==> src/hdl/phsm_pkg.sv <==
`default_nettype none
// ----------------------------------------------------------------------------
// phsm_pkg
// Shared types and constants of the peer heartbeat stale monitor.
// ----------------------------------------------------------------------------
package phsm_pkg;

  localparam int PeerW      = 9;
  localparam int WideW      = 64;
  localparam int IdentW     = 32;
  localparam int TimeoutW   = 32;
  localparam int CfgIndexW  = 2;
  localparam int PeerCmpW   = 17;
  localparam int MaxPeersDefault = 256;

  localparam int QueueDepth = 2;
  localparam int QPtrW      = (QueueDepth > 1) ? $clog2(QueueDepth) : 1;
  localparam int QCntW      = $clog2(QueueDepth + 1);

  typedef enum logic [2:0] {
    ST_OK        = 3'd0,
    ST_INVALID   = 3'd1,
    ST_UNSTABLE  = 3'd2,
    ST_STALE_GEN = 3'd3,
    ST_CORRUPT   = 3'd4
  } status_t;

  localparam logic [CfgIndexW-1:0] CFG_SESSION  = 2'd0;
  localparam logic [CfgIndexW-1:0] CFG_LIMIT    = 2'd1;
  localparam logic [CfgIndexW-1:0] CFG_TIMEOUT  = 2'd2;

  localparam logic [IdentW-1:0] LC_STARTING = 32'd1;
  localparam logic [IdentW-1:0] LC_RETIRED  = 32'd4;
  localparam logic [IdentW-1:0] LC_FAULTED  = 32'd5;

  typedef struct packed {
    logic             lookup;
    status_t          status;
    logic             stale;
    logic [PeerW-1:0] peer;
    logic [WideW-1:0] generation;
    logic [WideW-1:0] heartbeat;
    logic [WideW-1:0] obs_time;
  } op_t;

endpackage
`default_nettype wire

==> src/hdl/phsm_front.sv <==
`default_nettype none
// ----------------------------------------------------------------------------
// phsm_front
// Accepts observation words and classifies them into final results or
// table lookups for the back end.
// ----------------------------------------------------------------------------
module phsm_front #(
  parameter int MAX_PEERS = phsm_pkg::MaxPeersDefault
) (
  input  wire logic                           in_valid,
  output logic                                in_ready,
  input  wire logic [phsm_pkg::PeerW-1:0]     peer_id,
  input  wire logic                           record_stable,
  input  wire logic [phsm_pkg::WideW-1:0]     record_sequence,
  input  wire logic [phsm_pkg::WideW-1:0]     record_session,
  input  wire logic [phsm_pkg::IdentW-1:0]    record_peer,
  input  wire logic [phsm_pkg::IdentW-1:0]    record_lifecycle,
  input  wire logic [phsm_pkg::WideW-1:0]     record_generation,
  input  wire logic [phsm_pkg::WideW-1:0]     record_heartbeat,
  input  wire logic [phsm_pkg::WideW-1:0]     observe_time,
  input  wire logic [phsm_pkg::WideW-1:0]     session_generation,
  input  wire logic [phsm_pkg::PeerW-1:0]     endpoint_limit,
  input  wire logic [phsm_pkg::TimeoutW-1:0]  timeout_ticks,
  input  wire logic                           queue_full,
  input  wire logic                           clear_busy,
  output logic                                push,
  output phsm_pkg::op_t                       push_data
);

  logic bad_peer;
  logic bad_record;
  logic bad_life;
  logic gone;

  assign in_ready = !queue_full && !clear_busy;
  assign push     = in_valid && in_ready;

  always_comb begin
    bad_peer = (peer_id == '0) || (peer_id > endpoint_limit) ||
               (phsm_pkg::PeerCmpW'(peer_id) > phsm_pkg::PeerCmpW'(MAX_PEERS));
    bad_record = (record_sequence == '0) || record_sequence[0] ||
                 (record_session != session_generation) ||
                 (record_peer != {{(phsm_pkg::IdentW-phsm_pkg::PeerW){1'b0}}, peer_id}) ||
                 (record_generation == '0);
    bad_life = (record_lifecycle < phsm_pkg::LC_STARTING) ||
               (record_lifecycle > phsm_pkg::LC_FAULTED);
    gone = (record_lifecycle == phsm_pkg::LC_FAULTED) ||
           (record_lifecycle == phsm_pkg::LC_RETIRED);

    push_data.lookup     = 1'b0;
    push_data.status     = phsm_pkg::ST_OK;
    push_data.stale      = 1'b0;
    push_data.peer       = peer_id;
    push_data.generation = record_generation;
    push_data.heartbeat  = record_heartbeat;
    push_data.obs_time   = observe_time;

    priority if (timeout_ticks == '0) begin
      push_data.status = phsm_pkg::ST_INVALID;
    end else if (bad_peer) begin
      push_data.status = phsm_pkg::ST_INVALID;
    end else if (!record_stable) begin
      push_data.status = phsm_pkg::ST_UNSTABLE;
    end else if (bad_record) begin
      push_data.status = phsm_pkg::ST_STALE_GEN;
    end else if (bad_life) begin
      push_data.status = phsm_pkg::ST_CORRUPT;
    end else if (gone) begin
      push_data.stale = 1'b1;
    end else begin
      push_data.lookup = 1'b1;
    end
  end

endmodule
`default_nettype wire

==> config.mk <==
export PLATFORM = sky130hd
export DESIGN_NAME = phsm_front
export DESIGN_NICKNAME = d
export VERILOG_FILES = /design/src/hdl/phsm_pkg.sv /design/src/hdl/phsm_front.sv
export SDC_FILE = /design/constraint.sdc
export NUM_CORES = 1
export LEC_CHECK = 0
export BUFFER_PORTS_ARGS = -buffer_cell sky130_fd_sc_hd__buf_2
export CORE_AREA = 2 2 280 282
export DETAILED_ROUTE_END_ITERATION = 7
export DIE_AREA = 0 0 282 284
export PLACE_DENSITY_LB_ADDON = 0.15
export SLEW_MARGIN = 15
export SYNTH_ARGS = -nofsm -noshare
export SYNTH_HDL_FRONTEND = slang
export SYNTH_SLANG_ARGS = --single-unit
==> constraint.sdc <==
create_clock -name vclk -period 2.6
set_clock_uncertainty 0.1 [all_clocks]
set_input_delay 0.52 -clock vclk [all_inputs]
set_output_delay 0.52 -clock vclk [all_outputs]
set_load 0.005 [all_outputs]
==> flow_summary_export.csv <==
group,metric,value,unit
placement,port_buffers,454,
critical_path,critPathLaunchType,"input pin",
finish,nNetsFinal,1249,
grt,grt_pass1_vias,4468,
sta,finalCritPeriodShare,1.21,
critical_path,cp_max_fo,3,
logic_synthesis,syn-num-nets,931,
route,drc,0,
sta,min_period,3.14,ns
grt,grt_overflow,0,
logic_synthesis,synthMostInstantiatedCell,"buf_4",
logic_synthesis,postSynthCellCount,420,
floorplanning,core-area,77000,um2
pwr,p_seq_frac,0,
flow_run,timing.max_cap.violations,0,
route,antenna_left,0,
route,drt_iter0_drc,44,
grt,track_usage,0.0521,
placement,place_ws,-1.09,ns
grt,grt_pass1_wl,29300,um
logic_synthesis,yosysWarnings,0,
sta,fmax,0.319,GHz
finish,fin_cells,1785,
pwr,ir_drop,39.5,uV
clock_tree,cts_hold_buf,0,
logic_synthesis,syn_avg_cell_area,7.42,um2
pwr,intPower,399,uW
placement,place_inst,1776,
pwr,p_total,685,uW
pwr,swShare,0.417,
sta,finalSetupTns,-2.32,ns
logic_synthesis,ys_types,26,
critical_path,required,1.98,ns
critical_path,cp.arrival,2.52,ns
floorplanning,ioPinCount,710,
finish,nFlopsAndLatches,0,
critical_path,end_kind,"output port",
sta,worstMarginPinSlew,0.422,ns
min_path,hold_path_class,"in -> out",
logic_synthesis,synth_commonest_cells,"buf_4 (201), nor4_1 (63), xnor2_1 (57)",
floorplanning,die_area,80100,um2
grt,antenna_found_initial,23,
logic_synthesis,synth.area.top_cells,"buf_4 (48%), xnor2_1 (16%), nor4_1 (13%)",
finish,layout-drive-gt1-share,0.736,
status,failed_checks,"setup timing",
finish,fill_cells,9171,
floorplanning,fp.dieH,284,um
finish,area_growth,89.9,%
status,status,"finished with violations",
logic_synthesis,synth_seq_area_share,0,
placement,routabilityCongestion,0.717,
route,first_pass_iters,4,
floorplanning,initial_core_util,0.0405,
sta,hold_viol_final,0,
finish,register_area,0,um2
logic_synthesis,syn_area,3120,um2
critical_path,criticalPathCategory,"in -> out",
pwr,combinationalPowerShare,1.000,
sta,grt_setup_unrepaired,"yes",
grt,grt_max_degree,5,
placement,hpwlAfterDp,22300,um
pwr,switching_power,286,uW
sta,slew_viol_final,0,
pwr,clkPwrFrac,0,
floorplanning,die_x,282,um
sta,max_slew_margin,0.716,
finish,n_clock_buffer,0,
route,wl,23100,um
route,via_count,4137,
logic_synthesis,netlist.area_leader.share,0.484,
route,wire_per_inst,12.9,um
pwr,power_leakage,2.61,nW
pwr,p_per_area,116,nW/um2
sta,setup_viol,5,
logic_synthesis,synth.largest_area_cell,"buf_4",
sta,setup_slack,-0.539,ns
route,via_per_inst,2.32,
finish,multiInputGateArea,1750,um2
floorplanning,rows,102,
## placed cells by master (no fill, tap or decap), drive strengths merged
master | netlist | layout
a211oi | 1 | 1
a21o | 2 | 2
a21oi | 4 | 4
and2 | 1 | 1
and3 | 1 | 1
and4b | 1 | 1
and4bb | 1 | 1
buf | 201 | 516
clkbuf | 0 | 1
diode | 0 | 9
ha | 9 | 9
inv | 11 | 11
nand2 | 3 | 3
nand2b | 2 | 2
nand3 | 2 | 2
nand4 | 29 | 29
nor2 | 1 | 1
nor2b | 3 | 3
nor3 | 3 | 3
nor4 | 66 | 66
o21ai | 1 | 1
o21bai | 2 | 2
o311ai | 1 | 1
o31ai | 1 | 1
xnor2 | 57 | 57
xor2 | 17 | 17
## path summary, 6_finish.rpt
check / endpoint / from / cells after the start / slack [ns]
worst min-delay path: push_data[108] / record_heartbeat[44] / 0 / 0.94
worst max-delay path: push_data[201] / record_peer[27] / 10 / -0.54
## repair_timing
item,CTS,global route
setup buffers,1,0
pin swaps,12,0
gates resized for setup,39,3
setup endpoints to repair,5,5
## worst max-delay path: stages
cell      delay (ns)
buf_6           0.10
nor4_4          0.27
nand4_1         0.19
nor4_4          0.32
buf_4           0.17
nand4_1         0.09
buf_6           0.14
and4bb_4        0.37
and4b_1         0.22
buf_2           0.13
## power groups by stage
| stage | Clock (mW) | Sequential, mW | Combinational [mW] |
|---|---|---|---|
| floorplan | 0 | 0 | 0.401 |
| global placement | 0 | 0 | 0.683 |
| detailed placement | 0 | 0 | 0.678 |
| CTS | 0 | 0 | 0.707 |
| global route | 0.000000103 | 0 | 0.762 |
| finish | 0.000000358 | 0 | 0.685 |
## metrics by stage
step,hold WS [ns],util,area [um2]
floorplan,0.972,-,3120
global route,0.940,0.0767,5900
detailed placement,0.940,0.0737,5670
finish,0.940,0.0769,5920
global placement,0.940,0.0737,5670
CTS,0.940,0.0765,5890
## per-layer routing
metal  share of wire  global-route usage
met1            0.31              0.0474
met2            0.49              0.0990
met3            0.17              0.0268
met4           0.037              0.0154
met5          0.0039                   0
## logic make-up (layout without fill, tap and decap cells)
group / after synthesis / count (layout) / synth area share
buffers and inverters: 212 / 528 / 0.497
AND/OR/NAND/NOR: 113 / 113 / 0.234
XOR/XNOR: 74 / 74 / 0.208
AO/OA/AOI/OAI: 12 / 12 / 0.0253
adder cells (fa/ha/maj): 9 / 9 / 0.0361
other: 0 / 9 / 0
## area by class of cell
type	count	share of cell area
Inverter	11	0.00697
Multi-Input combinational cell	208	0.296
Antenna cell	9	0.00380
Tap cell	1040	0.220
Timing Repair Buffer	517	0.473
Note: power is estimated with default switching activity, not from simulation.
