===== src/hdl/phsm_pkg.sv =====
`default_nettype none
// ----------------------------------------------------------------------------
// phsm_pkg
// Shared types and constants of the peer heartbeat stale monitor.
// ----------------------------------------------------------------------------
package phsm_pkg;

  localparam int PeerW      = 9;
  localparam int WideW      = 64;
  localparam int IdentW     = 32;
  localparam int TimeoutW   = 32;
  localparam int CfgIndexW  = 2;
  localparam int PeerCmpW   = 17;
  localparam int MaxPeersDefault = 256;

  localparam int QueueDepth = 2;
  localparam int QPtrW      = (QueueDepth > 1) ? $clog2(QueueDepth) : 1;
  localparam int QCntW      = $clog2(QueueDepth + 1);

  typedef enum logic [2:0] {
    ST_OK        = 3'd0,
    ST_INVALID   = 3'd1,
    ST_UNSTABLE  = 3'd2,
    ST_STALE_GEN = 3'd3,
    ST_CORRUPT   = 3'd4
  } status_t;

  localparam logic [CfgIndexW-1:0] CFG_SESSION  = 2'd0;
  localparam logic [CfgIndexW-1:0] CFG_LIMIT    = 2'd1;
  localparam logic [CfgIndexW-1:0] CFG_TIMEOUT  = 2'd2;

  localparam logic [IdentW-1:0] LC_STARTING = 32'd1;
  localparam logic [IdentW-1:0] LC_RETIRED  = 32'd4;
  localparam logic [IdentW-1:0] LC_FAULTED  = 32'd5;

  typedef struct packed {
    logic             lookup;
    status_t          status;
    logic             stale;
    logic [PeerW-1:0] peer;
    logic [WideW-1:0] generation;
    logic [WideW-1:0] heartbeat;
    logic [WideW-1:0] obs_time;
  } op_t;

endpackage
`default_nettype wire


===== src/hdl/phsm_queue.sv =====
`default_nettype none
// ----------------------------------------------------------------------------
// phsm_queue
// Short first-in first-out queue of classified words between front and back.
// ----------------------------------------------------------------------------
module phsm_queue (
  input  wire logic          clk,
  input  wire logic          rst,
  input  wire logic          push,
  input  wire phsm_pkg::op_t push_data,
  input  wire logic          pop,
  output logic               full,
  output logic               head_valid,
  output phsm_pkg::op_t      head
);

  phsm_pkg::op_t                   entries [phsm_pkg::QueueDepth];
  logic [phsm_pkg::QPtrW-1:0]      wr_ptr;
  logic [phsm_pkg::QPtrW-1:0]      rd_ptr;
  logic [phsm_pkg::QCntW-1:0]      count;

  assign full       = (count == phsm_pkg::QCntW'(phsm_pkg::QueueDepth));
  assign head_valid = (count != '0);
  assign head       = entries[rd_ptr];

  always_ff @(posedge clk) begin
    if (push) begin
      entries[wr_ptr] <= push_data;
    end
  end

  always_ff @(posedge clk) begin
    if (rst) begin
      wr_ptr <= '0;
      rd_ptr <= '0;
      count  <= '0;
    end else begin
      if (push) begin
        wr_ptr <= wr_ptr + phsm_pkg::QPtrW'(1);
      end
      if (pop) begin
        rd_ptr <= rd_ptr + phsm_pkg::QPtrW'(1);
      end
      unique case ({push, pop})
        2'b10:   count <= count + phsm_pkg::QCntW'(1);
        2'b01:   count <= count - phsm_pkg::QCntW'(1);
        default: count <= count;
      endcase
    end
  end

endmodule
`default_nettype wire


===== config.mk =====
export PLATFORM = sky130hd
export DESIGN_NAME = phsm_queue
export DESIGN_NICKNAME = d
export VERILOG_FILES = /design/src/hdl/phsm_pkg.sv /design/src/hdl/phsm_queue.sv
export SDC_FILE = /design/constraint.sdc
export NUM_CORES = 1
export LEC_CHECK = 0
export ABC_AREA = 1
export BUFFER_PORTS_ARGS = -buffer_cell sky130_fd_sc_hd__buf_2
export CAP_MARGIN = 20
export CORE_ASPECT_RATIO = 2
export CORE_MARGIN = 2
export CORE_UTILIZATION = 47
export CTS_CLUSTER_DIAMETER = 30
export DETAILED_ROUTE_END_ITERATION = 12
export PLACE_DENSITY = 0.75
export RECOVER_POWER = 25
export SLEW_MARGIN = 10
export SYNTH_ARGS = -nofsm -noshare
export SYNTH_HDL_FRONTEND = slang
export SYNTH_SLANG_ARGS = --single-unit
export TNS_END_PERCENT = 10

===== constraint.sdc =====
create_clock -name clk -period 11.4 [get_ports clk]
set_input_delay 1.71 -clock clk [delete_from_list [all_inputs] [get_ports clk]]
set_output_delay 1.71 -clock clk [all_outputs]
set_load 0.05 [all_outputs]

==> flow_metrics.py, run 1 <==
metrics = {
    "timing": {
        "finalCritPeriodShare": 0.429,
        "slew_headroom": 0.224,
        "worst_slew_pin_slew_ps": 1160,
        "rsz0062_at_grt": "false",
        "hold_viol": 0,
        "drv_slew": 0,
        "hold_ws_ps": 518,
        "max_freq_ghz": 0.204,
        "skew_ps": 16.6,
        "fin_setup_tns_ps": 0,
        "setup_slack_ps": 6510,
        "fin_crit_ps": 4890,
        "finalSetupViolations": 0,
    },
    "detailed_routing": {
        "final_antenna_net_count": 0,
        "drc_errors": 0,
        "avgRoutedWirePerCell_um": 20.2,
        "drt_wl_total_um": 32300,
        "vias": 7828,
        "drt_first_pass_iters": 4,
        "drtIter0Drc": 396,
        "routed_via_density": 4.90,
    },
    "global_routing": {
        "met3_usage": 0.0478,
        "grt_overflow": 0,
        "busiest_layer": "met2",
        "grt_pass1_wl_um": 46000,
        "grt_max_degree": 148,
        "first_global_vias": 8350,
        "grt_use_met2": 0.328,
        "use_met1": 0.171,
        "gr-usage-all-layers": 0.176,
        "antenna_found_initial": 20,
    },
    "floorplan": {
        "ios": 418,
        "coreArea_mm2": 0.0328,
        "dieArea_mm2": 0.0349,
        "start_util": 0.477,
        "rows": 94,
        "fp.dieW_um": 133,
        "die_h_um": 262,
    },
    "cts": {
        "clockBufferDepth": 3,
        "cts_tree": "built",
        "hold_buffers": 0,
        "cts-root-buf": "clkbuf_16",
        "cts_setup_buffers": 0,
        "cts.sinks": 417,
        "postCtsResizedCells": 0,
        "cts_buffers": 43,
        "path_clk_slew_ps": 60,
        "clkLatencyLatePin_ps": 530,
        "cts-htree-levels": 2,
    },
    "setup_path": {
        "worst_setup_path_start_kind": "flip-flop",
        "end_kind": "output pin",
        "crit_arrival_ps": 3180,
        "cp_max_fo": 147,
        "max_stage_delay_ps": 930,
        "path_class": "reg -> out",
        "path_cells": "buf_12 -> buf_4 -> mux2_2 -> buf_2",
        "cpMaxStageDelayCell": "buf_4",
        "worstPathBufferInverterCount": 3,
        "crit_required_ps": 9690,
        "critical_path.top_delay_family": "buffers and inverters",
    },
    "pwr": {
        "clockPowerShare": 0.359,
        "p_leak_nw": 7.55,
        "p_int_mw": 2.74,
        "swShare": 0.271,
        "power_density_mw_per_mm2": 193,
        "seqPwrFrac": 0.478,
        "total_power_mw": 3.76,
        "comb_power_share": 0.163,
        "max-vdd-ir-drop_mv": 0.157,
        "switching_power_mw": 1.02,
    },
    "yosys": {
        "yosysTopAreaCellShare": 0.790,
        "postSynthCellCount": 674,
        "yosys.area.top_type": "edfxtp_1",
        "synth_warnings": 0,
        "seq_area_frac_synth": 0.796,
        "synth.distinct_cells": 15,
        "yosys-top-cells-area": "edfxtp_1 79%, mux2_4 13%, mux2_2 4.7%",
        "syn_nets": 885,
        "yosys_register_bits": 417,
        "synthesis.area_mm2": 0.0157,
        "avgSynthCellArea_um2": 23.2,
    },
    "run": {
        "drv_cap": 0,
    },
    "placed_design": {
        "dp_hpwl_um": 22100,
        "dp_slack_ps": 6960,
        "gp_congestion": 0.787,
        "io_buffers": 417,
        "placed_area_mm2": 0.0181,
    },
    "run_status": {
        "status": "finished, final reports clean",
    },
    "final_layout": {
        "areaGrowthSynthToFinish_pct": 24.7,
        "nets": 1330,
        "postLayoutCellArea_mm2": 0.0195,
        "drive_gt1_frac": 0.579,
        "fillers": 2432,
    },
    "hold_path": {
        "hold_class": "reg -> reg",
    },
}
-- worst register-to-register path, stage by stage (launching register included) --
cell	delay, ps
dfxtp_1	350
nor2_4	500
buf_4	660
buf_4	890
-- path summary, 6_finish.rpt --
| path | start | end | slack [ps] | depth (start not counted) |
|---|---|---|---|---|
| max | flip-flop | head[39] | 6510 | 4 |
| min | count[1] | count[1] | 520 | 2 |
| max reg2reg | wr_ptr | entries[0][162] | 8550 | 3 |
| min reg2reg | count[1] | count[1] | 520 | 2 |
-- synth_stat cells --
library cell	count
ha_1	1
inv_1	7
buf_6	17
mux2_4	140
a21oi_1	1
dfxtp_1	5
nand2_1	6
nand4_1	1
mux2_2	66
edfxtp_1	412
nor3_1	1
xnor2_1	1
buf_2	6
o21ai_0	1
nor2_1	9
-- layout by cell type (no fill, tap or decap), drive strengths merged --
cell type,instances
a21oi,1
buf,388
bufinv,2
clkbuf,84
clkinv,16
clkinvlp,4
dfxtp,5
diode,15
edfxtp,412
ha,1
inv,14
mux2,206
nand2,6
nand4,1
nor2,9
nor3,1
o21ai,1
xnor2,1
-- per-layer routing --
layer | share of wire | wire length [µm]
met5 | 0.0026 | 85
met3 | 0.066 | 2120
met4 | 0.053 | 1700
met2 | 0.56 | 18000
met1 | 0.32 | 10400
-- kinds of logic after synthesis --
family / Yosys count / share of synthesized area
buffers and inverters: 30 / 0.0158
multiplexers: 206 / 0.182
XOR/XNOR: 1 / 0.000559
adder cells (fa/ha/maj): 1 / 0.000799
AND/OR/NAND/NOR: 17 / 0.00431
AO/OA/AOI/OAI: 2 / 0.000638
flip-flops: 417 / 0.796
-- power groups by stage --
stage | clock network [mW] | registers [mW] | logic, mW
2_1_floorplan | 0 | 1.84 | 0.481
6_report | 1.35 | 1.80 | 0.614
3_5_place_dp | 0 | 1.83 | 0.621
5_1_grt | 1.43 | 1.80 | 0.640
4_1_cts | 1.38 | 1.80 | 0.623
3_3_place_gp | 0 | 1.83 | 0.615
-- flip-flops by register name (all words and copies together), names as in the netlist, named ones only --
register	flops
entries	412
rd_ptr	1
count	2
wr_ptr	1
-- layout make-up --
type,instances,area [µm²],share of cell area
Multi-Input combinational cell,227,2950,0.151
Clock buffer,49,1140,0.0583
Sequential cell,417,12500,0.639
Timing Repair Buffer,423,2100,0.107
Clock inverter,29,256,0.0131
Inverter,7,33.8,0.00173
Tap cell,432,541,0.0277
Antenna cell,15,37.5,0.00192
-- stage by stage --
step | util | instances
final | 0.595 | 1599
after global routing | 0.595 | 1597
after CTS | 0.596 | 1584
after detailed placement | 0.553 | 1506
after global placement | 0.553 | 1506
after floorplan | - | 674
Power figures use the tool's default switching activity.
==> run 2, diff against run 1 <==
Settings changed: CORE_UTILIZATION 47 to 50, PLACE_DENSITY 0.75 to 0.76.
Clock period 11.4 ns to 4.95 ns, I/O delays scaled along.
==> run 2 against run 1 <==
Setup slack got worse by 4800 ps. Core utilization increased by 4.2 points. First-iteration DRC count grew 4.8%. Final area is 0.68% higher. Register-to-register slack got worse by 5800 ps. Combinational power grew 130%. Routed wire length grew 5.1%. Sequential power rose by 130%. Die area decreased by 5.9%. Sequential share of layout area is 0.43 points lower. Worst hold slack got worse by 140 ps. Critical path type unchanged. Largest power group unchanged. Highest routed layer unchanged.
==> flow_metrics.py, run 2 (synthesis results as in run 1) <==
metrics = {
    "timing": {
        "finalCritPeriodShare": 0.664,
        "finalSetupViolations": 0,
        "hold_viol": 0,
        "drv_slew": 0,
        "slew_headroom": 0.356,
        "rsz0062_at_grt": "false",
        "max_freq_ghz": 0.304,
        "fin_crit_ps": 3290,
        "worst_slew_pin_slew_ps": 966,
        "skew_ps": 20.5,
    },
    "cts": {
        "cts.sinks": 417,
        "postCtsResizedCells": 0,
        "clockBufferDepth": 3,
        "hold_buffers": 0,
        "clkLatencyLatePin_ps": 550,
        "cts-htree-levels": 2,
        "path_clk_slew_ps": 70,
        "cts_setup_buffers": 0,
        "cts-root-buf": "clkbuf_16",
        "cts_tree": "built",
        "cts_buffers": 44,
    },
    "placed_design": {
        "dp_hpwl_um": 23900,
        "io_buffers": 417,
        "gp_congestion": 0.849,
        "dp_cells": 1496,
        "placed_area_mm2": 0.0182,
    },
    "setup_path": {
        "end_kind": "output pin",
        "path_class": "reg -> out",
        "crit_arrival_ps": 2550,
        "cp_max_fo": 58,
        "worst_setup_path_start_kind": "flip-flop",
        "crit_required_ps": 4210,
    },
    "detailed_routing": {
        "drt_first_pass_iters": 6,
        "routed_via_density": 5.03,
        "final_antenna_net_count": 0,
        "avgRoutedWirePerCell_um": 21.3,
        "drt_wl_total_um": 33900,
        "drtIter0Drc": 415,
        "vias": 8014,
        "drc_errors": 0,
    },
    "floorplan": {
        "dieArea_mm2": 0.0328,
        "ios": 418,
        "start_util": 0.508,
        "die_h_um": 254,
        "fp.dieW_um": 129,
        "rows": 91,
        "coreArea_mm2": 0.0309,
    },
    "hold_path": {
        "hold_class": "in -> reg",
    },
    "final_layout": {
        "drive_gt1_frac": 0.562,
        "top_register": "entries",
        "nets": 1335,
        "final_common_cell": "edfxtp_1",
        "top_regs": "entries x412, count x2",
        "multiInputGateArea_mm2": 0.00295,
        "fin_cells": 1592,
        "largest_register_ffs": 412,
        "fillers": 2187,
        "postLayoutCellArea_mm2": 0.0197,
        "areaGrowthSynthToFinish_pct": 25.6,
        "final_cell_mix": "412 x edfxtp_1, 360 x buf_2, 140 x mux2_4, 66 x mux2_2, 60 x clkbuf_1",
        "seqCellArea_mm2": 0.0125,
    },
    "global_routing": {
        "first_global_vias": 8460,
        "grt_pass1_wl_um": 47900,
        "grt_overflow": 0,
        "antenna_found_initial": 25,
        "grt_max_degree": 138,
        "gr-usage-all-layers": 0.199,
    },
    "run_status": {
        "status": "finished, final reports clean",
    },
    "run": {
        "drv_cap": 0,
    },
    "pwr": {
        "max-vdd-ir-drop_mv": 0.388,
        "p_leak_nw": 7.58,
        "total_power_mw": 8.89,
        "power_density_mw_per_mm2": 452,
    },
}
-- run 2: routing by layer --
metal / part of all wire / track usage
met2: 0.55 / 0.356
met1: 0.31 / 0.190
met3: 0.075 / 0.0640
met5: 0.0037 / 0
met4: 0.056 / 0.132
-- run 2: final cells by class --
type | count | share of cell area
antenna | 16 | 0.00204
timing repair buffer | 427 | 0.109
inverter | 7 | 0.00172
sequential | 417 | 0.634
multi-input combinational | 227 | 0.150
tap | 418 | 0.0266
clock inverter | 31 | 0.0173
clock buffer | 49 | 0.0591
-- run 2: worst max-delay path: stages, from the launching register on --
cell     delay (ps)
dfxtp_4         890
buf_12          380
mux2_2          400
buf_2           220
-- run 2: worst paths after layout --
path	start	endpoint	slack, ps	cells after the start
setup / recovery	flip-flop	head[33]	1660	3
hold / removal	push_data[158]	entries[1][158]	380	1
setup reg to reg	wr_ptr	entries[1][30]	2750	3
hold reg to reg	count[1]	count[1]	520	2
-- run 2: metrics by stage --
stage | setup slack, ps | utilization | setup TNS, ps | hold WS, ps
6_report | 1660 | 0.637 | 0 | 376
2_1_floorplan | -395 | - | -81400 | 476
3_5_place_dp | 2200 | 0.590 | 0 | 507
4_1_cts | 1620 | 0.638 | 0 | 351
3_3_place_gp | 2230 | 0.590 | 0 | 496
5_1_grt | 1560 | 0.637 | 0 | 353
-- run 2: report_power, final --
group	leakage (nW)	switching (mW)	internal (mW)	total, mW
Clock	0.738	1.38	1.95	3.33
Sequential	3.91	0.0675	4.09	4.16
Combinational	2.93	0.968	0.434	1.40
Total	7.58	2.42	6.47	8.89
==> run 3, diff against run 2 <==
Settings changed: ABC_AREA 1 to 0.
Clock period 4.95 ns to 3.1 ns, I/O delays scaled along.
==> run 3 against run 2 <==
Via count decreased by 0.86%. Critical endpoint is now head[11]. Non-clock buffer count increased by 1. Total power increased by 60%. Global-route usage decreased by 1.1 points. Final area increased by 0.14%. Setup slack got worse by 1100 ps. Clock skew decreased by 4.0 ps.
==> flow_metrics.py, run 3 <==
metrics = {
    "timing": {
        "hold_viol": 0,
        "hold_ws_ps": 101,
        "skew_ps": 16.4,
        "finalCritPeriodShare": 0.809,
        "worst_slew_pin_slew_ps": 804,
        "drv_slew": 0,
        "finalSetupViolations": 0,
        "max_freq_ghz": 0.399,
        "rsz0062_at_grt": "false",
        "slew_headroom": 0.464,
        "fin_crit_ps": 2510,
    },
    "cts": {
        "hold_buffers": 0,
        "clkLatencyLatePin_ps": 540,
        "cts_tree": "built",
        "cts.sinks": 417,
        "clockBufferDepth": 3,
        "cts_setup_buffers": 0,
        "cts_buffers": 45,
        "cts-htree-levels": 2,
        "postCtsResizedCells": 0,
        "path_clk_slew_ps": 60,
        "cts-root-buf": "clkbuf_16",
    },
    "yosys": {
        "synth_warnings": 0,
        "seq_area_frac_synth": 0.797,
        "async_reset_ff_frac": 0,
        "synthAdderAreaFrac": 0.000800,
        "synth_edf_count": 412,
        "avgSynthCellArea_um2": 23.6,
        "synthesis.area_mm2": 0.0156,
        "ys.flop_type": "edfxtp_1",
        "synthSimpleGateAreaFrac": 0.00288,
        "synth-compound-area-share": 0.000640,
        "netlist_top_cells_count": "412 x edfxtp_1, 140 x mux2_4, 66 x mux2_2",
        "synth_top_family_by_area": "multiplexers",
        "postSynthCellCount": 663,
        "synth.distinct_cells": 17,
        "synthXorXnorAreaFrac": 0.00224,
        "yosysTopAreaCellShare": 0.791,
        "muxShareOfSynthArea": 0.182,
        "yosys_register_bits": 417,
        "yosys.area.top_type": "edfxtp_1",
        "syn_nets": 874,
        "yosys-top-cells-area": "edfxtp_1 79%, mux2_4 13%, mux2_2 4.8%",
        "yosysMostFrequentCell": "edfxtp_1",
    },
    "floorplan": {
        "coreArea_mm2": 0.0309,
        "fp.dieW_um": 129,
        "ios": 418,
        "rows": 91,
        "start_util": 0.507,
        "dieArea_mm2": 0.0328,
        "die_h_um": 254,
    },
    "final_layout": {
        "largest_register_ffs": 412,
        "areaGrowthSynthToFinish_pct": 25.9,
        "final_cell_mix": "412 x edfxtp_1, 379 x buf_2, 140 x mux2_4, 66 x mux2_2, 47 x clkbuf_16",
        "top_regs": "entries x412, count x2",
        "final_common_cell": "edfxtp_1",
        "top_register": "entries",
        "nets": 1326,
        "drive_gt1_frac": 0.583,
        "fin_util": 0.638,
    },
    "setup_path": {
        "crit_arrival_ps": 2040,
        "crit_required_ps": 2630,
        "path_class": "reg -> out",
        "worst_setup_path_start_kind": "flip-flop",
        "end_kind": "output pin",
        "cp_max_fo": 30,
    },
    "pwr": {
        "max-vdd-ir-drop_mv": 0.614,
        "power_density_mw_per_mm2": 720,
        "p_leak_nw": 7.58,
    },
    "placed_design": {
        "gp_congestion": 0.826,
        "io_buffers": 417,
        "dp_hpwl_um": 22100,
    },
    "detailed_routing": {
        "drt_wl_total_um": 31900,
        "drt_first_pass_iters": 4,
        "vias": 7945,
        "drtIter0Drc": 413,
        "drc_errors": 0,
        "routed_via_density": 5.01,
        "avgRoutedWirePerCell_um": 20.2,
        "final_antenna_net_count": 0,
    },
    "global_routing": {
        "antenna_found_initial": 21,
        "grt_max_degree": 124,
        "grt_overflow": 0,
        "gr-usage-all-layers": 0.187,
        "grt_pass1_wl_um": 45800,
        "first_global_vias": 8467,
    },
    "run": {
        "drv_cap": 0,
    },
    "run_status": {
        "status": "finished, final reports clean",
    },
    "hold_path": {
        "hold_class": "in -> reg",
    },
}
-- run 3: kinds of logic after synthesis --
kind of cell             after synthesis
AO/OA/AOI/OAI                          2
XOR/XNOR                               4
multiplexers                         206
buffers and inverters                 24
flip-flops                           417
adder cells (fa/ha/maj)                1
AND/OR/NAND/NOR                        9
-- run 3: final timing paths --
| kind | depth (start not counted) | slack (ps) | from | endpoint |
|---|---|---|---|---|
| worst max register to register | 2 | 1500 | wr_ptr | entries[1][137] |
| worst min register to register | 2 | 520 | count[1] | count[1] |
| worst min-delay path | 1 | 100 | push_data[12] | entries[1][12] |
| worst max-delay path | 3 | 590 | flip-flop | head[11] |
-- run 3: area by class of cell --
type                            count  area (µm²)
Antenna cell                       17        42.5
Clock buffer                       56        1210
Clock inverter                     26         235
Fill cell                        2206       11200
Inverter                            1        16.3
Multi-Input combinational cell    222        2960
Sequential cell                   417       12500
Tap cell                          418         523
Timing Repair Buffer              428        2230
-- run 3: routing by layer --
metal / track usage / up-vias / routed length, µm
met5: 0 / - / 71
met4: 0.112 / 10 / 1560
met3: 0.0518 / 100 / 2170
met2: 0.345 / 345 / 18000
met1: 0.183 / 3915 / 10200
li1: - / 3575 / -
-- run 3: metrics by stage --
stage	setup TNS (ps)	worst slack (ps)	cell area, µm²	total power [mW]	cells
CTS	0	557	19700	14.3	1568
floorplan	-245210	-841	15700	8.67	663
global placement	0	1220	18300	9.20	1486
finish	0	593	19700	14.2	1585
global route	0	516	19700	14.6	1583
detailed placement	0	1160	18300	9.25	1486
-- run 3: power by group --
group	switching [mW]	internal, mW	total (mW)	leakage, nW
Clock	2.16	2.92	5.08	0.694
Sequential	0.0909	6.59	6.68	3.91
Combinational	1.68	0.748	2.43	2.98
Total	3.94	10.3	14.2	7.58
-- run 3: critical path, stage by stage (launching register included) --
cell     delay [ps]
dfxtp_4         430
buf_4           430
mux2_2          400
buf_2           220
